$ cat src/rtl/vlbd_pkg.sv
// ----------------------------------------------------------------------------
// vlbd_pkg
// Shared types, codes and helpers of the variable-length bytecode decoder.
// ----------------------------------------------------------------------------
package vlbd_pkg;

  // Parse phases
  typedef enum logic [2:0] {
    PH_OPCODE = 3'd0,
    PH_SHORTC = 3'd1,
    PH_DISP   = 3'd2,
    PH_LID    = 3'd3,
    PH_LCOUNT = 3'd4,
    PH_FLAGS  = 3'd5,
    PH_INDEX  = 3'd6,
    PH_OCONST = 3'd7
  } phase_e;

  // Result classes
  localparam logic [3:0] CLS_ERROR   = 4'd0;
  localparam logic [3:0] CLS_NOP     = 4'd1;
  localparam logic [3:0] CLS_DUMP    = 4'd2;
  localparam logic [3:0] CLS_SYSCALL = 4'd3;
  localparam logic [3:0] CLS_LIBCALL = 4'd4;
  localparam logic [3:0] CLS_MODE    = 4'd5;
  localparam logic [3:0] CLS_MOVSHORT = 4'd6;
  localparam logic [3:0] CLS_JUMP    = 4'd7;
  localparam logic [3:0] CLS_CALL    = 4'd8;
  localparam logic [3:0] CLS_LONG    = 4'd9;
  localparam logic [3:0] CLS_INVALID = 4'd10;
  localparam logic [3:0] CLS_OPERAND = 4'd11;

  // Opcodes with a zero top pair
  localparam logic [7:0] OPC_ERROR   = 8'h00;
  localparam logic [7:0] OPC_LONG    = 8'h01;
  localparam logic [7:0] OPC_NOP     = 8'h02;
  localparam logic [7:0] OPC_DUMP    = 8'h03;
  localparam logic [7:0] OPC_SYSCALL = 8'h04;
  localparam logic [7:0] OPC_LIBCALL = 8'h05;
  localparam logic [7:0] OPC_MODE    = 8'h06;

  // Top pair codes
  localparam logic [1:0] TOP_SHORT = 2'b00;
  localparam logic [1:0] TOP_JUMP  = 2'b11;

  // Operand flag bits
  localparam int unsigned FB_MEM = 0;
  localparam int unsigned FB_RX  = 1;
  localparam int unsigned FB_RY  = 2;

  // Constant size codes of an operand
  localparam logic [1:0] CSZ_NONE  = 2'd0;
  localparam logic [1:0] CSZ_ONE   = 2'd1;
  localparam logic [1:0] CSZ_FOUR  = 2'd2;
  localparam logic [1:0] CSZ_EIGHT = 2'd3;

  typedef struct packed {
    logic [3:0]  op_class;
    logic [7:0]  long_id;
    logic [7:0]  arg_count;
    logic        is_memory;
    logic        has_rx;
    logic [2:0]  rx_reg;
    logic        has_ry;
    logic [2:0]  ry_reg;
    logic [1:0]  scale_log;
    logic        has_const;
    logic [63:0] const_value;
    logic        last;
  } res_t;

  function automatic res_t res_clear(input logic [3:0] cls);
    res_t r;
    r          = '0;
    r.op_class = cls;
    return r;
  endfunction

  // Bytes of constant following an operand flag byte
  function automatic logic [3:0] const_len(input logic [7:0] flags);
    logic [3:0] n;
    case (flags[4:3])
      CSZ_ONE:   n = 4'd1;
      CSZ_FOUR:  n = 4'd4;
      CSZ_EIGHT: n = 4'd8;
      default:   n = 4'd0;
    endcase
    return n;
  endfunction

  // Sign-extend a displacement whose top byte sits at lane idx
  function automatic logic [63:0] sext_disp(input logic [63:0] v, input logic [2:0] idx);
    logic [63:0] r;
    case (idx)
      3'd0:    r = {{56{v[7]}},  v[7:0]};
      3'd1:    r = {{48{v[15]}}, v[15:0]};
      3'd2:    r = {{40{v[23]}}, v[23:0]};
      3'd3:    r = {{32{v[31]}}, v[31:0]};
      3'd4:    r = {{24{v[39]}}, v[39:0]};
      3'd5:    r = {{16{v[47]}}, v[47:0]};
      3'd6:    r = {{8{v[55]}},  v[55:0]};
      default: r = v;
    endcase
    return r;
  endfunction

  // Operand result from its flags, index byte and collected constant
  function automatic res_t emit_operand(input logic [7:0]  flags,
                                        input logic [7:0]  idx,
                                        input logic [63:0] val,
                                        input logic        is_last);
    res_t r;
    r           = res_clear(CLS_OPERAND);
    r.is_memory = flags[FB_MEM];
    r.has_rx    = flags[FB_RX];
    r.rx_reg    = flags[FB_RX] ? flags[7:5] : 3'd0;
    if (flags[FB_RY]) begin
      r.has_ry    = 1'b1;
      r.ry_reg    = idx[2:0];
      r.scale_log = idx[7:6];
    end
    if (const_len(flags) != 4'd0) begin
      r.has_const   = 1'b1;
      r.const_value = val;
    end
    r.last = is_last;
    return r;
  endfunction

endpackage

$ cat src/rtl/vlbd_parse.sv
// ----------------------------------------------------------------------------
// vlbd_parse
// Byte-wise parse state of the instruction stream; forms one result word.
// ----------------------------------------------------------------------------
module vlbd_parse (
  input  logic          clk_i,
  input  logic          rst_ni,
  input  logic          fire_i,
  input  logic [7:0]    byte_i,
  output logic          res_valid_o,
  output vlbd_pkg::res_t res_o
);

  vlbd_pkg::phase_e phase_q, phase_d;
  logic [3:0]  bytes_left_q, bytes_left_d;
  logic [2:0]  byte_index_q, byte_index_d;
  logic [63:0] value_shift_q, value_shift_d;
  logic [3:0]  cur_class_q, cur_class_d;
  logic [7:0]  operands_left_q, operands_left_d;
  logic [7:0]  operand_flags_q, operand_flags_d;
  logic [7:0]  index_byte_q, index_byte_d;

  logic [1:0]  top;
  logic        regs_differ;
  logic [63:0] acc_val;
  logic [3:0]  left_dec;
  logic [7:0]  ops_dec;
  logic [3:0]  clen;

  assign top         = byte_i[7:6];
  assign regs_differ = byte_i[5:3] != byte_i[2:0];
  assign acc_val     = value_shift_q | (64'(byte_i) << {byte_index_q, 3'b000});
  assign left_dec    = bytes_left_q - 4'd1;
  assign ops_dec     = operands_left_q - 8'd1;
  assign clen        = vlbd_pkg::const_len(byte_i);

  // Next phase
  always_comb begin
    phase_d = phase_q;
    unique case (phase_q)
      vlbd_pkg::PH_OPCODE: begin
        if (top != vlbd_pkg::TOP_SHORT) begin
          if (!regs_differ && !byte_i[5]) phase_d = vlbd_pkg::PH_DISP;
        end else begin
          case (byte_i) inside
            vlbd_pkg::OPC_SYSCALL, vlbd_pkg::OPC_LIBCALL, vlbd_pkg::OPC_MODE:
              phase_d = vlbd_pkg::PH_SHORTC;
            vlbd_pkg::OPC_LONG: phase_d = vlbd_pkg::PH_LID;
            default:            phase_d = vlbd_pkg::PH_OPCODE;
          endcase
        end
      end
      vlbd_pkg::PH_SHORTC: phase_d = vlbd_pkg::PH_OPCODE;
      vlbd_pkg::PH_DISP: begin
        if (left_dec == 4'd0) phase_d = vlbd_pkg::PH_OPCODE;
      end
      vlbd_pkg::PH_LID:    phase_d = vlbd_pkg::PH_LCOUNT;
      vlbd_pkg::PH_LCOUNT: begin
        phase_d = (byte_i == 8'd0) ? vlbd_pkg::PH_OPCODE : vlbd_pkg::PH_FLAGS;
      end
      vlbd_pkg::PH_FLAGS: begin
        if (byte_i[vlbd_pkg::FB_RY])  phase_d = vlbd_pkg::PH_INDEX;
        else if (clen != 4'd0)        phase_d = vlbd_pkg::PH_OCONST;
        else if (ops_dec == 8'd0)     phase_d = vlbd_pkg::PH_OPCODE;
      end
      vlbd_pkg::PH_INDEX: begin
        if (bytes_left_q != 4'd0)     phase_d = vlbd_pkg::PH_OCONST;
        else if (ops_dec == 8'd0)     phase_d = vlbd_pkg::PH_OPCODE;
        else                          phase_d = vlbd_pkg::PH_FLAGS;
      end
      vlbd_pkg::PH_OCONST: begin
        if (left_dec == 4'd0) begin
          phase_d = (ops_dec == 8'd0) ? vlbd_pkg::PH_OPCODE : vlbd_pkg::PH_FLAGS;
        end
      end
      default: phase_d = vlbd_pkg::PH_OPCODE;
    endcase
  end

  // Datapath and result word
  always_comb begin
    bytes_left_d    = bytes_left_q;
    byte_index_d    = byte_index_q;
    value_shift_d   = value_shift_q;
    cur_class_d     = cur_class_q;
    operands_left_d = operands_left_q;
    operand_flags_d = operand_flags_q;
    index_byte_d    = index_byte_q;
    res_valid_o     = 1'b0;
    res_o           = vlbd_pkg::res_clear(vlbd_pkg::CLS_ERROR);
    unique case (phase_q)
      vlbd_pkg::PH_OPCODE: begin
        if (top != vlbd_pkg::TOP_SHORT) begin
          if (regs_differ) begin
            res_valid_o  = 1'b1;
            res_o        = vlbd_pkg::res_clear(vlbd_pkg::CLS_MOVSHORT);
            res_o.rx_reg = byte_i[5:3];
            res_o.ry_reg = byte_i[2:0];
            res_o.last   = 1'b1;
          end else if (byte_i[5]) begin
            res_valid_o = 1'b1;
            res_o       = vlbd_pkg::res_clear(vlbd_pkg::CLS_INVALID);
            res_o.last  = 1'b1;
          end else begin
            cur_class_d   = (top == vlbd_pkg::TOP_JUMP) ? vlbd_pkg::CLS_JUMP
                                                        : vlbd_pkg::CLS_CALL;
            bytes_left_d  = 4'd1 << byte_i[4:3];
            byte_index_d  = 3'd0;
            value_shift_d = '0;
          end
        end else begin
          case (byte_i) inside
            vlbd_pkg::OPC_SYSCALL, vlbd_pkg::OPC_LIBCALL, vlbd_pkg::OPC_MODE:
              cur_class_d = byte_i[3:0] - 4'd1;
            vlbd_pkg::OPC_LONG: ;
            vlbd_pkg::OPC_ERROR, vlbd_pkg::OPC_NOP, vlbd_pkg::OPC_DUMP: begin
              res_valid_o = 1'b1;
              res_o = vlbd_pkg::res_clear((byte_i == vlbd_pkg::OPC_ERROR)
                                          ? vlbd_pkg::CLS_ERROR : byte_i[3:0] - 4'd1);
              res_o.last  = 1'b1;
            end
            default: begin
              res_valid_o = 1'b1;
              res_o       = vlbd_pkg::res_clear(vlbd_pkg::CLS_INVALID);
              res_o.last  = 1'b1;
            end
          endcase
        end
      end
      vlbd_pkg::PH_SHORTC: begin
        res_valid_o       = 1'b1;
        res_o             = vlbd_pkg::res_clear(cur_class_q);
        res_o.has_const   = 1'b1;
        res_o.const_value = 64'(byte_i);
        res_o.last        = 1'b1;
      end
      vlbd_pkg::PH_DISP: begin
        bytes_left_d  = left_dec;
        byte_index_d  = byte_index_q + 3'd1;
        value_shift_d = acc_val;
        if (left_dec == 4'd0) begin
          value_shift_d     = vlbd_pkg::sext_disp(acc_val, byte_index_q);
          res_valid_o       = 1'b1;
          res_o             = vlbd_pkg::res_clear(cur_class_q);
          res_o.has_const   = 1'b1;
          res_o.const_value = value_shift_d;
          res_o.last        = 1'b1;
        end
      end
      vlbd_pkg::PH_LID: index_byte_d = byte_i;
      vlbd_pkg::PH_LCOUNT: begin
        res_valid_o     = 1'b1;
        res_o           = vlbd_pkg::res_clear(vlbd_pkg::CLS_LONG);
        res_o.long_id   = index_byte_q;
        res_o.arg_count = byte_i;
        res_o.last      = byte_i == 8'd0;
        operands_left_d = byte_i;
        index_byte_d    = '0;
      end
      vlbd_pkg::PH_FLAGS: begin
        operand_flags_d = byte_i;
        index_byte_d    = '0;
        value_shift_d   = '0;
        byte_index_d    = 3'd0;
        bytes_left_d    = clen;
        if (!byte_i[vlbd_pkg::FB_RY] && clen == 4'd0) begin
          res_valid_o     = 1'b1;
          res_o           = vlbd_pkg::emit_operand(byte_i, 8'd0, 64'd0, ops_dec == 8'd0);
          operands_left_d = ops_dec;
        end
      end
      vlbd_pkg::PH_INDEX: begin
        index_byte_d = byte_i;
        if (bytes_left_q == 4'd0) begin
          res_valid_o     = 1'b1;
          res_o           = vlbd_pkg::emit_operand(operand_flags_q, byte_i, value_shift_q,
                                                   ops_dec == 8'd0);
          operands_left_d = ops_dec;
        end
      end
      vlbd_pkg::PH_OCONST: begin
        bytes_left_d  = left_dec;
        byte_index_d  = byte_index_q + 3'd1;
        value_shift_d = acc_val;
        if (left_dec == 4'd0) begin
          res_valid_o     = 1'b1;
          res_o           = vlbd_pkg::emit_operand(operand_flags_q, index_byte_q, acc_val,
                                                   ops_dec == 8'd0);
          operands_left_d = ops_dec;
        end
      end
      default: ;
    endcase
    // Only an accepted byte produces a word
    if (!fire_i) res_valid_o = 1'b0;
  end

  always_ff @(posedge clk_i or negedge rst_ni) begin
    if (!rst_ni) begin
      phase_q         <= vlbd_pkg::PH_OPCODE;
      bytes_left_q    <= '0;
      byte_index_q    <= '0;
      value_shift_q   <= '0;
      cur_class_q     <= '0;
      operands_left_q <= '0;
      operand_flags_q <= '0;
      index_byte_q    <= '0;
    end else if (fire_i) begin
      phase_q         <= phase_d;
      bytes_left_q    <= bytes_left_d;
      byte_index_q    <= byte_index_d;
      value_shift_q   <= value_shift_d;
      cur_class_q     <= cur_class_d;
      operands_left_q <= operands_left_d;
      operand_flags_q <= operand_flags_d;
      index_byte_q    <= index_byte_d;
    end
  end

  // Collecting phases always have bytes still to come
  a_disp_left: assert property (@(posedge clk_i) disable iff (!rst_ni)
    (phase_q == vlbd_pkg::PH_DISP || phase_q == vlbd_pkg::PH_OCONST)
      |-> bytes_left_q != 4'd0)
    else $error("collect phase with no bytes left");

  // An operand word needs an open operand count
  a_operand_count: assert property (@(posedge clk_i) disable iff (!rst_ni)
    (res_valid_o && res_o.op_class == vlbd_pkg::CLS_OPERAND) |-> operands_left_q != 8'd0)
    else $error("operand emitted with zero count");

  // Operand phases are only reached inside a long form with operands left
  a_flags_count: assert property (@(posedge clk_i) disable iff (!rst_ni)
    (phase_q == vlbd_pkg::PH_FLAGS || phase_q == vlbd_pkg::PH_INDEX)
      |-> operands_left_q != 8'd0)
    else $error("operand phase with zero count");

endmodule

$ cat src/rtl/vlbd_outbuf.sv
// ----------------------------------------------------------------------------
// vlbd_outbuf
// Result register with a skid stage so the parser keeps taking bytes.
// ----------------------------------------------------------------------------
module vlbd_outbuf (
  input  logic           clk_i,
  input  logic           rst_ni,
  input  logic           res_valid_i,
  input  vlbd_pkg::res_t res_i,
  output logic           full_o,
  output logic           out_valid_o,
  input  logic           out_stall_i,
  output vlbd_pkg::res_t out_o
);

  logic           out_valid_q, out_valid_d;
  logic           skid_full_q, skid_full_d;
  vlbd_pkg::res_t out_q, out_d;
  vlbd_pkg::res_t skid_q, skid_d;
  logic           pop;

  assign pop = out_valid_q && !out_stall_i;

  always_comb begin
    out_valid_d = out_valid_q;
    skid_full_d = skid_full_q;
    out_d       = out_q;
    skid_d      = skid_q;
    if (skid_full_q) begin
      // Drain the skid word first
      if (pop) begin
        out_d       = skid_q;
        skid_full_d = 1'b0;
      end
    end else if (res_valid_i) begin
      if (!out_valid_q || pop) begin
        out_d       = res_i;
        out_valid_d = 1'b1;
      end else begin
        skid_d      = res_i;
        skid_full_d = 1'b1;
      end
    end else if (pop) begin
      out_valid_d = 1'b0;
    end
  end

  always_ff @(posedge clk_i or negedge rst_ni) begin
    if (!rst_ni) begin
      out_valid_q <= 1'b0;
      skid_full_q <= 1'b0;
    end else begin
      out_valid_q <= out_valid_d;
      skid_full_q <= skid_full_d;
    end
  end

  always_ff @(posedge clk_i) begin
    out_q  <= out_d;
    skid_q <= skid_d;
  end

  assign full_o      = skid_full_q;
  assign out_valid_o = out_valid_q;
  assign out_o       = out_q;

  // Skid word only exists behind a held output word
  a_skid_behind: assert property (@(posedge clk_i) disable iff (!rst_ni)
    skid_full_q |-> out_valid_q)
    else $error("skid word without output word");

  // A word arriving while full would be lost
  a_no_overrun: assert property (@(posedge clk_i) disable iff (!rst_ni)
    skid_full_q |-> !res_valid_i)
    else $error("result arrived while skid full");

  // Skid fills only when the output was held
  a_skid_fill: assert property (@(posedge clk_i) disable iff (!rst_ni)
    $rose(skid_full_q) |-> $past(out_valid_q && out_stall_i))
    else $error("skid filled without a stall");

endmodule

$ cat src/rtl/variable_length_bytecode_decoder.sv
// ----------------------------------------------------------------------------
// variable_length_bytecode_decoder
// Decodes a byte stream of variable-length instructions into result words.
// ----------------------------------------------------------------------------
//  channel | direction | handshake                 | payload
//  --------+-----------+---------------------------+-------------------------
//  in      | sink      | in_valid_i / in_stall_o   | code_byte_i
//  out     | source    | out_valid_o / out_stall_i | op_class_o .. last_o
//
//  One byte is taken per cycle while in_stall_o is low; the parse state advances in the same cycle.
//  The word that a byte ends is registered in the output or skid stage.
//  Reset returns the parser to waiting for an opcode and empties the output.
//  in_stall_o rises only when a word waits in the skid stage behind a held
//  output word.
// ----------------------------------------------------------------------------
module variable_length_bytecode_decoder (
  input  logic        clk_i,
  input  logic        rst_ni,
  input  logic        in_valid_i,
  output logic        in_stall_o,
  input  logic [7:0]  code_byte_i,
  output logic        out_valid_o,
  input  logic        out_stall_i,
  output logic [3:0]  op_class_o,
  output logic [7:0]  long_id_o,
  output logic [7:0]  arg_count_o,
  output logic        is_memory_o,
  output logic        has_rx_o,
  output logic [2:0]  rx_reg_o,
  output logic        has_ry_o,
  output logic [2:0]  ry_reg_o,
  output logic [1:0]  scale_log_o,
  output logic        has_const_o,
  output logic [63:0] const_value_o,
  output logic        last_o
);

  logic           fire;
  logic           full;
  logic           res_valid;
  vlbd_pkg::res_t res;
  vlbd_pkg::res_t out;

  assign in_stall_o = full;
  assign fire       = in_valid_i && !full;

  vlbd_parse u_parse (
    .clk_i       (clk_i),
    .rst_ni      (rst_ni),
    .fire_i      (fire),
    .byte_i      (code_byte_i),
    .res_valid_o (res_valid),
    .res_o       (res)
  );

  vlbd_outbuf u_outbuf (
    .clk_i       (clk_i),
    .rst_ni      (rst_ni),
    .res_valid_i (res_valid),
    .res_i       (res),
    .full_o      (full),
    .out_valid_o (out_valid_o),
    .out_stall_i (out_stall_i),
    .out_o       (out)
  );

  assign op_class_o    = out.op_class;
  assign long_id_o     = out.long_id;
  assign arg_count_o   = out.arg_count;
  assign is_memory_o   = out.is_memory;
  assign has_rx_o      = out.has_rx;
  assign rx_reg_o      = out.rx_reg;
  assign has_ry_o      = out.has_ry;
  assign ry_reg_o      = out.ry_reg;
  assign scale_log_o   = out.scale_log;
  assign has_const_o   = out.has_const;
  assign const_value_o = out.const_value;
  assign last_o        = out.last;

endmodule

$ cat config.mk
export PLATFORM = sky130hd
export DESIGN_NAME = variable_length_bytecode_decoder
export DESIGN_NICKNAME = d
export VERILOG_FILES = /design/src/rtl/vlbd_pkg.sv /design/src/rtl/vlbd_parse.sv /design/src/rtl/vlbd_outbuf.sv /design/src/rtl/variable_length_bytecode_decoder.sv
export SDC_FILE = /design/constraint.sdc
export NUM_CORES = 1
export LEC_CHECK = 0
export BUFFER_PORTS_ARGS = -buffer_cell sky130_fd_sc_hd__buf_2
export CAP_MARGIN = 20
export CORE_AREA = 3 3 215 217
export DETAILED_ROUTE_END_ITERATION = 8
export DIE_AREA = 0 0 218 220
export PLACE_DENSITY = 0.61
export SKIP_LAST_GASP = 1
export SLEW_MARGIN = 25
export SYNTH_ARGS = -nofsm -noshare
export SYNTH_HDL_FRONTEND = slang
export SYNTH_HIERARCHICAL = 1
export SYNTH_SLANG_ARGS = --single-unit
$ cat constraint.sdc
create_clock -name clk_i -period 20.4 [get_ports clk_i]
set_clock_uncertainty 0.1 [all_clocks]
set_input_delay 4.08 -clock clk_i [delete_from_list [all_inputs] [get_ports clk_i]]
set_output_delay 4.08 -clock clk_i [all_outputs]
set_load 0.02 [all_outputs]
## Word-level counts from Yosys, hierarchy flattened

Cells that the tools add are included.

| cells by class | value |
|---|---|
| add/sub/neg operators | 4 |
| reductions and logical operators | 48 |
| muxes and demuxes | 86 |
| shift operators | 2 |
| bitwise operators | 3 |
| eq/ne operators | 40 |

Operators by type and width:

| kind | count |
|---|---|
| $mux W97 | 14 |
| $pmux W97 S7 | 1 |
| $pmux W64 S7 | 1 |
| $mux W64 | 4 |
| $pmux W64 S4 | 1 |
| $mux W65 | 3 |
| $or A64 B64 Y64 | 1 |
| $shl A8 B6 Y64 | 1 |
| $mux W4 | 15 |
| $mux W3 | 15 |
| $pmux W4 S3 | 3 |
| $pmux W8 S4 | 1 |
| $reduce_bool A4 Y1 | 7 |
| $reduce_and A5 Y1 | 5 |
| $eq A8 B3 Y1 const B | 3 |
| $mux W8 | 3 |
| $pmux W3 S8 | 1 |
| $eq A3 B3 Y1 const B | 7 |
| $mux W6 | 3 |
| $eq A8 B2 Y1 const B | 2 |
| $logic_not A8 Y1 | 2 |
| $mux W1 | 16 |
| $pmux W8 S2 | 1 |
| $eq A3 B2 Y1 const B | 4 |
| 28 further kinds | 69 |

| word-level totals | value |
|---|---|
| output and inout bits | 99 |
| input bits | 12 |
| word-level logic and storage cells | 217 |
| register bits after elaboration | 298 |

## Longest topological paths before layout

Gate-level depths: netlist of run 1.

| depth | value |
|---|---|
| depth after elaboration | 13 |
| gate-level depth with buffers | 12 |
| mapped depth without buffers | 10 |

## Cells and area by module

Netlist of run 1, hierarchy kept.

By module, submodules not included:

| module | seq. area each (um2) | instances | cells each | area each (um2) |
|---|---|---|---|---|
| vlbd_parse | 2552.4 | 1 | 1013 | 7906.3 |
| vlbd_outbuf | 5875.6 | 1 | 314 | 7533.5 |
| variable_length_bytecode_decoder | 0.0 | 1 | 1 | 13.8 |

## Worst setup path after synthesis of run 1

Ideal clock, no wire load.

| timing | value |
|---|---|
| path kind | input -> register |
| start point | input code_byte_i[0] |
| end point | register u_outbuf.out_q (netlist bit u_outbuf/out_o[0]), enable pin |
| slack | 8981 ps |
| arrival time | 10740 ps |
| data required time | 19721 ps |
| setup time | 579 ps |
| buffers on the path | 3 |
| cell stages on the path | 12 |
| cell sequence | buf_2 > buf_1 > clkbuf_1 > inv_1 > ha_1 > o21a_1 > o211ai_1 > nand2_1 > nor2_1 > o311a_1 > nand2b_1 > a21boi_1 |

| on the way | value |
|---|---|
| longest elaborated chain between the ends | 8 |
| elaborated cells between the ends (all ways) | 14 |
| classes of those cells | eq/ne (5); mux (6); reduce/logical (3) |

RTL lines:

| what | line | text |
|---|---|---|
| start: declaration | variable_length_bytecode_decoder.sv:21 | `input logic [7:0] code_byte_i,` |
| $eq A8 B3 Y1 (no source line) or $eq A8 B1 Y1 (tied branches) | -- |  |
| $reduce_or A3 Y1 or $mux W1 (tied branches) | vlbd_parse.sv:112 | `case (byte_i) inside` |
| $mux W1 | vlbd_parse.sv:112 |  |
| $mux W1 * | vlbd_parse.sv:93 | `if (top != vlbd_pkg::TOP_SHORT) begin` |
| $pmux W1 S5 * | vlbd_parse.sv:91 | `unique case (phase_q)` |
| $mux W1 * | vlbd_parse.sv:195 | `if (!fire_i) res_valid_o = 1'b0;` |
| via res_valid | variable_length_bytecode_decoder.sv:40 | `logic res_valid;` |
| $reduce_bool A2 Y1 (no source line) * | -- |  |
| $reduce_and A3 Y1 (no source line) * | -- |  |
| end signal: assignment | vlbd_outbuf.sv:59 | `out_q <= out_d;` |
| end: declaration | vlbd_outbuf.sv:18 | `vlbd_pkg::res_t out_q, out_d;` |

The timed path passes the listed nets; every way through them passes the cells marked *.
A chain may end at the register's enable or synchronous reset.

## Final worst setup path of run 1

| timing | value |
|---|---|
| start point | input code_byte_i[0] |
| end point | register u_outbuf/skid_q[89] (netlist bit), enable pin |

| on the way | value |
|---|---|
| longest elaborated chain between the ends | 7 |
| elaborated cells between the ends (all ways) | 13 |
| classes of those cells | eq/ne (5); mux (6); reduce/logical (2) |

RTL lines:

| what | line | text |
|---|---|---|
| $eq A8 B3 Y1 (no source line) or $eq A8 B1 Y1 (tied branches) | -- |  |
| $reduce_or A3 Y1 or $mux W1 (tied branches) | vlbd_parse.sv:112 |  |
| $mux W1 | vlbd_parse.sv:112 |  |
| $mux W1 * | vlbd_parse.sv:93 |  |
| $pmux W1 S5 * | vlbd_parse.sv:91 |  |
| $mux W1 * | vlbd_parse.sv:195 |  |
| via res_valid | variable_length_bytecode_decoder.sv:40 |  |
| $reduce_and A3 Y1 (no source line) * | -- |  |
| end signal: assignment | vlbd_outbuf.sv:60 | `skid_q <= skid_d;` |
| end: declaration | vlbd_outbuf.sv:19 | `vlbd_pkg::res_t skid_q, skid_d;` |

Marked as above.

==> results by group, run 1 <==
Clock network
  – Clock buffer depth: 3
  – CTS tree: yes
  – # Post-CTS Setup Buffers: 0
  – H-tree Lvls: 2
  – Root Driver: clkbuf_16
  – Clk_lat worst skew: 0.52 ns
  – Cts hold-fix bufs: 0
  – Clock sink count: 298
  – CTS resizes: 0
  – Clock slew seen by the registers of the worst setup and hold paths: about 0.060 ns
  – Inserted Clock Buffers: 34

Finish
  – Ant. Diodes: 0
  – Final Cell Area: 17500 um^2
  – Final core utilization: 0.395
  – Layout cells sized above 1: 0.229
  – Layout Cells excl Fill: roughly 2000
  – Area Growth Syn to Fin: 13.2%
  – Nets: 1419

Setup path
  – Crit-path max FO: 61
  – Required time of the critical path: 20.43 ns
  – FF-to-FF End: u_outbuf/out_o[58]$_DFFE_PP_
  – Critical Path Start Type: input pin
  – Reg2reg setup slack: 16.04 ns
  – Worst setup EP type: flop
  – Worst Path Arrival: roughly 7.8 ns
  – Reg2reg start: u_parse/byte_index_q[0]$_DFFE_PN0P_
  – Worst-case reg-to-reg path depth: 9
  – Launch point of the worst path: code_byte_i[0]
  – Critical path class: in2reg

Global route
  – Largest net degree at the start of global routing: 62
  – Tot GR Track Use: 0.162
  – Grt ovf: 0
  – Antenna violations before repair: 0
  – Vias in the first global route: 11000
  – First-pass GRT wire length: ~63000 um

Place
  – Pre-CTS setup slack: 11.77 ns
  – Buffers on Ports: 110
  – Detailed Place HPWL: around 25000 um
  – Dpl cells: 1946
  – Area post-placement: approximately 16000 um^2
  – Gpl congestion: roughly 0.82

Routing
  – Remaining DRCs: 0
  – Vias per cell: 5.64
  – DR iter-0 viols: 1428
  – DR vias: 11300
  – Drt first pass iters: 5
  – Final ANT Viol Nets: 0
  – Post-Route WL: 39900 um
  – DR WL/cell: 19.9 um

Synthesis
  – Top-area cell type share of the netlist area: 0.377
  – Syn nets: between 1000 and 1500
  – Post-synth top flop: edfxtp_1
  – Top-count cell post-synth: edfxtp_1
  – Cell accounting for the most synthesized area: edfxtp_1
  – Async S/R FF share, synth: 0.349
  – Avg Cell Area, Syn: between 10 and 15 um^2
  – Synth cell types: 81
  – Mapped Cells: 1328
  – Seq/Total Area, Yosys: 0.545
  – Post-synth top cells: 194 x edfxtp_1, 153 x o21ai_0, 104 x dfrtp_1, 96 x a21oi_1, 87 x mux2_4
  – Yosys warns: 6
  – Register bit count reported by yosys: 298
  – EDFF count, synth: 194
  – Area contributors post-synth: edfxtp_1 38%, dfrtp_1 17%, mux2_4 8.5%
  – Mapped Area: 15500 um^2

Die
  – Die footprint: roughly 48000 um^2
  – Die Span Y: 220 um
  – I/O Pins: 111
  – Std cell rows: 77
  – Core ar.: 44300 um^2
  – Initial core utilization: 0.349
  – Die Width: approximately 220 um

Timing
  – Final hold vios: 0
  – Unrepaired setup endpoints after global routing: false
  – Worst hold margin: between 0.3 and 0.4 ns
  – Setup violators final: 0
  – Worst-Margin Slew: 1.07 ns
  – Total Neg Setup Slack: 0 ns
  – Min Tclk post-route: 7.81 ns
  – Final WS setup: 12.59 ns
  – Slew Viols, Final: 0
  – Max Fclk: between 0.1 and 0.15 GHz
  – Rel. slew slack: 0.282
  – Final Cycle Share: 0.383

Worst hold path
  – Worst min path class: reg2reg
  – HP Start: u_parse/operand_flags_q[3]$_DFFE_PN0P_
  – Worst hold path depth: 2
  – WHS Endpoint: u_parse/operand_flags_q[3]$_DFFE_PN0P_

Outcome
  – Outcome: completed

Power and ir drop
  – Power Density: 132 nW/um^2
  – Leakage: 6.74 nW
  – Peak supply drop: a little under 70 uV
  – Final Power: 2.30 mW

Run
  – Max Cap Viol: 0
critical path: stages:
cell	delay (ns)
buf_2	0.56
inv_1	0.22
ha_1	0.34
o21a_1	0.19
o211ai_1	0.29
nand2_1	0.18
nor2_1	0.22
o311a_1	0.21
nand2b_1	0.16
nor2_4	0.40
buf_12	0.25
buf_4	0.63
cells in the final DEF, fill, tap and decap left out, types with 12 or more instances in the layout:
| cell | instances |
|---|---|
| o21ai_0 | 152 |
| o31ai_1 | 16 |
| nand2_1 | 78 |
| mux2_4 | 87 |
| clkbuf_16 | 35 |
| buf_2 | 109 |
| a31oi_1 | 43 |
| and2_1 | 22 |
| inv_1 | 23 |
| a22o_1 | 46 |
| nor2_1 | 70 |
| a21oi_1 | 96 |
| nand3_1 | 24 |
| nor3_1 | 24 |
| mux2_2 | 17 |
| a211oi_1 | 12 |
| buf_4 | 19 |
| dfrtp_1 | 103 |
| ha_1 | 15 |
| o21a_1 | 27 |
| edfxtp_1 | 194 |
layout make-up:
class / instances / area [um^2]
fill: 4288 / 26800
sequential: 298 / 8430
multi-input combinational: 903 / 6420
clock buffer: 47 / 931
tap: 592 / 741
timing repair buffer: 130 / 719
clock inverter: 14 / 154
inverter: 25 / 93.8
registers in the layout, summed over array words and instances (netlist names):
register and count:
u_parse/operand_flags_q 8, u_outbuf/out_o 97, u_outbuf/full_o 1, u_parse/byte_index_q 3, u_parse/phase_q 3, u_outbuf/skid_q 97
u_parse/value_shift_q 64, u_outbuf/out_valid_o 1, u_parse/cur_class_q 4, u_parse/bytes_left_q 4, u_parse/operands_left_q 8, u_parse/index_byte_q 8
cells by family (layout without fill, tap and decap cells):
logic type | Yosys count | in the layout | synth area share
compound gates | 485 | 485 | 0.202
xor+xnor | 5 | 5 | 0.00283
fa+ha+maj | 15 | 15 | 0.0121
buf+inv | 127 | 216 | 0.0427
flops | 298 | 298 | 0.545
mux | 104 | 104 | 0.0969
simple gates | 294 | 294 | 0.0984
layer usage:
metal  wire, um  vias to the layer above  global-route usage
met5          0                        -                   0
met1      18200                     5634               0.235
met4        695                        0              0.0426
met2      18300                      445               0.253
li1           -                     5190                   -
met3       2650                       62              0.0287
worst max-delay path by stage:
stage / endpoint / slack (ns) / cells past startpoint
after floorplan: u_outbuf/out_o[0]$_DFFE_PP_ / 8.98 / 12
after global placement: u_outbuf/skid_q[84]$_DFFE_PP_ / 11.93 / 11
after detailed placement: u_outbuf/skid_q[89]$_DFFE_PP_ / 11.77 / 11
after CTS: u_outbuf/skid_q[89]$_DFFE_PP_ / 12.27 / 11
after global routing: u_outbuf/skid_q[89]$_DFFE_PP_ / 12.31 / 12
final: u_outbuf/skid_q[89]$_DFFE_PP_ / 12.59 / 12
power breakdown:
group / internal (mW) / switching (mW)
sequential: 0.813 / 0.0919
clock: 0.359 / 0.240
combinational: 0.279 / 0.522
total: 1.45 / 0.854
No activity file was read; power rests on OpenSTA's default activity.
==> run 2, diff against run 1 <==
ABC_AREA = 1   (was unset)
CORE_AREA = 3 3 216 218   (was 3 3 215 217)
DIE_AREA = 0 0 219 221   (was 0 0 218 220)
PLACE_DENSITY = 0.63   (was 0.61)
clock period = 7.05 ns   (was 20.4 ns; I/O delays follow)
==> run 2 against run 1 <==
  * Combinational power rose to 3.3 times the previous value
  * Largest power group unchanged
  * Routed wire length is 15% higher
  * Final cell count rose by 30%
  * Worst hold slack improved by 0.0028 ns
  * Critical endpoint is now u_outbuf/out_o[48]$_DFFE_PP_
  * Core utilization is 0.41 points lower
  * Sequential share of layout area decreased by 0.33 points
  * Global-route usage up 2.2 points
  * Critical path depth shrank 1
==> results by group, run 2 <==
Timing
  – Max Fclk: between 0.2 and 0.25 GHz
  – Final Cycle Share: 0.640
  – Rel. slew slack: 0.313 (was 0.282)
  – Worst-Margin Slew: 1.03 ns (was 1.07 ns)
  – Min Tclk post-route: 4.51 ns
  – Total Neg Setup Slack: 0 ns (unchanged)
  – Final WS setup: 2.54 ns (was 12.59 ns)
  – Final hold vios: 0 (unchanged)
  – Unrepaired setup endpoints after global routing: false (unchanged)
  – Slew Viols, Final: 0 (unchanged)
  – Setup violators final: 0 (unchanged)

Worst hold path
  – WHS Endpoint: u_parse/value_shift_q[29]$_DFFE_PN0P_ (was u_parse/operand_flags_q[3]$_DFFE_PN0P_)
  – Worst min path class: reg2reg (unchanged)
  – HP Start: u_parse/value_shift_q[29]$_DFFE_PN0P_ (was u_parse/operand_flags_q[3]$_DFFE_PN0P_)
  – Worst hold path depth: 2 (unchanged)

Global route
  – Grt ovf: 0 (unchanged)
  – Largest net degree at the start of global routing: 98 (was 62)
  – Antenna violations before repair: 2 (was 0)
  – Tot GR Track Use: 0.185 (was 0.162)
  – Vias in the first global route: 12500 (was 11000)
  – First-pass GRT wire length: 72200 um (was 62900 um)

Clock network
  – H-tree Lvls: 1 (was 2)
  – Clock buffer depth: 3 (unchanged)
  – Clk_lat worst skew: 0.57 ns (was 0.52 ns)
  – Clock sink count: 298 (unchanged)
  – Root Driver: clkbuf_16 (unchanged)
  – # Post-CTS Setup Buffers: 0 (unchanged)
  – Clock slew seen by the registers of the worst setup and hold paths: 0.06 ns (about the same)
  – Inserted Clock Buffers: 31 (was 34)
  – CTS resizes: 0 (unchanged)
  – Cts hold-fix bufs: 0 (unchanged)
  – CTS tree: yes (unchanged)

Synthesis
  – Area contributors post-synth: edfxtp_1 37%, nand2_1 22%, dfrtp_1 17% (was edfxtp_1 38%, dfrtp_1 17%, mux2_4 8.5%)
  – Post-synth top cells: 922 x nand2_1, 194 x edfxtp_1, 140 x o21ai_0, 133 x inv_1, 104 x dfrtp_1 (was 194 x edfxtp_1, 153 x o21ai_0, 104 x dfrtp_1, 96 x a21oi_1, 87 x mux2_4)
  – Avg Cell Area, Syn: 8.11 um^2 (was 11.6 um^2)
  – Mapped Cells: 1933 (was 1328)
  – Top-count cell post-synth: nand2_1 (was edfxtp_1)
  – Syn nets: 1960 (was 1355)
  – Async S/R FF share, synth: 0.349 (unchanged)
  – Yosys warns: 6 (unchanged)
  – Register bit count reported by yosys: 298 (unchanged)
  – Seq/Total Area, Yosys: 0.538 (was 0.545)
  – Post-synth top flop: edfxtp_1 (unchanged)
  – Synth cell types: 43 (was 81)
  – Cell accounting for the most synthesized area: edfxtp_1 (unchanged)
  – Top-area cell type share of the netlist area: 0.372 (was 0.377)
  – Mapped Area: 15700 um^2 (was 15500 um^2)
  – EDFF count, synth: 194 (unchanged)

Setup path
  – Critical Path Start Type: input pin (unchanged)
  – Crit-path cells: buf_2, clkinv_1, ha_1, nor3_1, nor3_1, a21oi_1, o211ai_1, a31oi_1, nor2_1, nor2_4, buf_4 (was buf_2, inv_1, ha_1, o21a_1, o211ai_1, nand2_1, nor2_1, o311a_1, nand2b_1, nor2_4, buf_12, buf_4)
  – CP peak stage delay: 0.56 ns (was 0.63 ns)
  – Worst-case reg-to-reg path depth: 15 (was 9)
  – Reg2reg setup slack: 2.81 ns (was 16.04 ns)
  – Critical path's slowest cell: buf_4 (unchanged)
  – Crit-path max FO: 46 (was 61)
  – CP delay by family, top: buffers and inverters (unchanged)
  – Critical path class: in2reg (unchanged)
  – CP most frequent cell: nor3_1
  – FF-to-FF End: u_outbuf/out_o[33]$_DFFE_PP_ (was u_outbuf/out_o[58]$_DFFE_PP_)
  – Reg2reg start: u_parse/byte_index_q[0]$_DFFE_PN0P_ (unchanged)
  – Cell depth of the worst setup path: 11 (was 12)
  – Worst setup EP type: flop (unchanged)
  – Required time of the critical path: 7.15 ns (was 20.43 ns)
  – Sum of buffers and inverters on the critical path: 3 (was 4)
  – Worst Path Arrival: 4.61 ns (was 7.84 ns)

Place
  – Pre-CTS setup slack: 1.96 ns (was 11.77 ns)
  – Buffers on Ports: 110 (unchanged)
  – Gpl congestion: 0.907 (was 0.822)
  – Dpl cells: 2561 (was 1946)
  – Detailed Place HPWL: 30400 um (was 25100 um)

Routing
  – DR WL/cell: 17.6 um (was 19.9 um)
  – Drt first pass iters: 5 (unchanged)
  – DR vias: 13400 (was 11300)
  – Post-Route WL: 46000 um (was 39900 um)
  – DR iter-0 viols: 1433 (was 1428)
  – Final ANT Viol Nets: 0 (unchanged)
  – Vias per cell: 5.12 (was 5.64)
  – Remaining DRCs: 0 (unchanged)

Finish
  – Final core utilization: 0.391 (was 0.395)
  – Commonest non-fill, non-tap cell in the layout: nand2_1 (was edfxtp_1)
  – Nets: 2021 (was 1419)
  – Ant. Diodes: 0 (unchanged)
  – Area Growth Syn to Fin: 12.4% (was 13.2%)
  – Layout cells sized above 1: 0.104 (was 0.229)
  – Layout Cells excl Fill: 2619 (was 2009)
  – Most frequent cells in the layout: 920 x nand2_1, 194 x edfxtp_1, 140 x o21ai_0, 132 x inv_1, 109 x buf_2 (was 194 x edfxtp_1, 152 x o21ai_0, 109 x buf_2, 103 x dfrtp_1, 96 x a21oi_1)

Die
  – Initial core utilization: 0.348 (was 0.349)
  – Std cell rows: 78 (was 77)
  – Die footprint: 48400 um^2 (was 48000 um^2)
  – Core ar.: 45100 um^2 (was 44300 um^2)
  – Die Span Y: 221 um (was 220 um)
  – I/O Pins: 111 (unchanged)
  – Die Width: 219 um (was 218 um)

Power and ir drop
  – Leakage: 8.32 nW (was 6.74 nW)
  – Peak supply drop: 173 uV (was 67.4 uV)
  – Power Density: 400 nW/um^2 (was 132 nW/um^2)
  – Final Power: 7.04 mW (was 2.30 mW)

Run
  – Max Cap Viol: 0 (unchanged)

Outcome
  – Outcome: completed (unchanged)
## run 2: cell count changes after synthesis, moves of 38 or more
cell | before | now
mux2_4 | 87 | 0
inv_1 | 23 | 133
a31oi_1 | 43 | 2
a21oi_1 | 96 | 37
nand2_1 | 78 | 922
nand3_1 | 24 | 70
a22o_1 | 46 | 8
## run 2: power by group
group | switching [mW] | internal, mW
combinational | 2.00 | 0.640
clock | 0.681 | 0.974
sequential | 0.246 | 2.49
total | 2.93 | 4.10
## run 2: worst max-delay path by stage
stage | from | end | slack (ns)
2_1_floorplan | code_byte_i[1] | u_outbuf/out_o[0]$_DFFE_PP_ | 1.00
3_3_place_gp | code_byte_i[1] | u_outbuf/out_o[42]$_DFFE_PP_ | 2.10
3_5_place_dp | code_byte_i[1] | u_outbuf/out_o[42]$_DFFE_PP_ | 1.96
4_1_cts | code_byte_i[1] | u_outbuf/out_o[50]$_DFFE_PP_ | 2.54
5_1_grt | code_byte_i[1] | u_outbuf/out_o[50]$_DFFE_PP_ | 2.23
6_report | code_byte_i[1] | u_outbuf/out_o[48]$_DFFE_PP_ | 2.54
## run 2: tightest hold or removal path, stage by stage (launching register included)
cell and delay, ns:
dfrtp_1 0.34, nand2_1 0.05, nand2_1 0.06
## run 2: cells by family (layout without fill, tap and decap cells)
kind of cell,after synthesis,in the layout,synth area share
compound gates,265,265,0.0958
mux,1,1,0.000718
xor+xnor,7,7,0.00439
simple gates,1107,1107,0.281
flops,298,298,0.538
fa+ha+maj,15,15,0.0120
buf+inv,240,326,0.0689
## run 2: area by class of cell
class | instances | area [um^2]
fill | 4554 | 27500
sequential | 298 | 8430
multi-input combinational | 1395 | 6210
clock buffer | 48 | 890
tap | 600 | 751
timing repair buffer | 121 | 648
inverter | 147 | 553
clock inverter | 10 | 130
## run 2: through the flow
step | instance area, um^2 | hold slack (ns)
5_1_grt | 17600 | 0.404
3_5_place_dp | 16600 | 0.365
2_1_floorplan | 15700 | 0.349
6_report | 17600 | 0.381
4_1_cts | 17600 | 0.383
3_3_place_gp | 16600 | 0.361
## run 2: routing by layer
| layer | routed length (um) | up-vias | global-route usage |
|---|---|---|---|
| met5 | 23 | - | 0 |
| li1 | - | 6404 | - |
| met2 | 20600 | 563 | 0.284 |
| met4 | 1270 | 4 | 0.0567 |
| met1 | 20700 | 6364 | 0.271 |
| met3 | 3420 | 84 | 0.0254 |
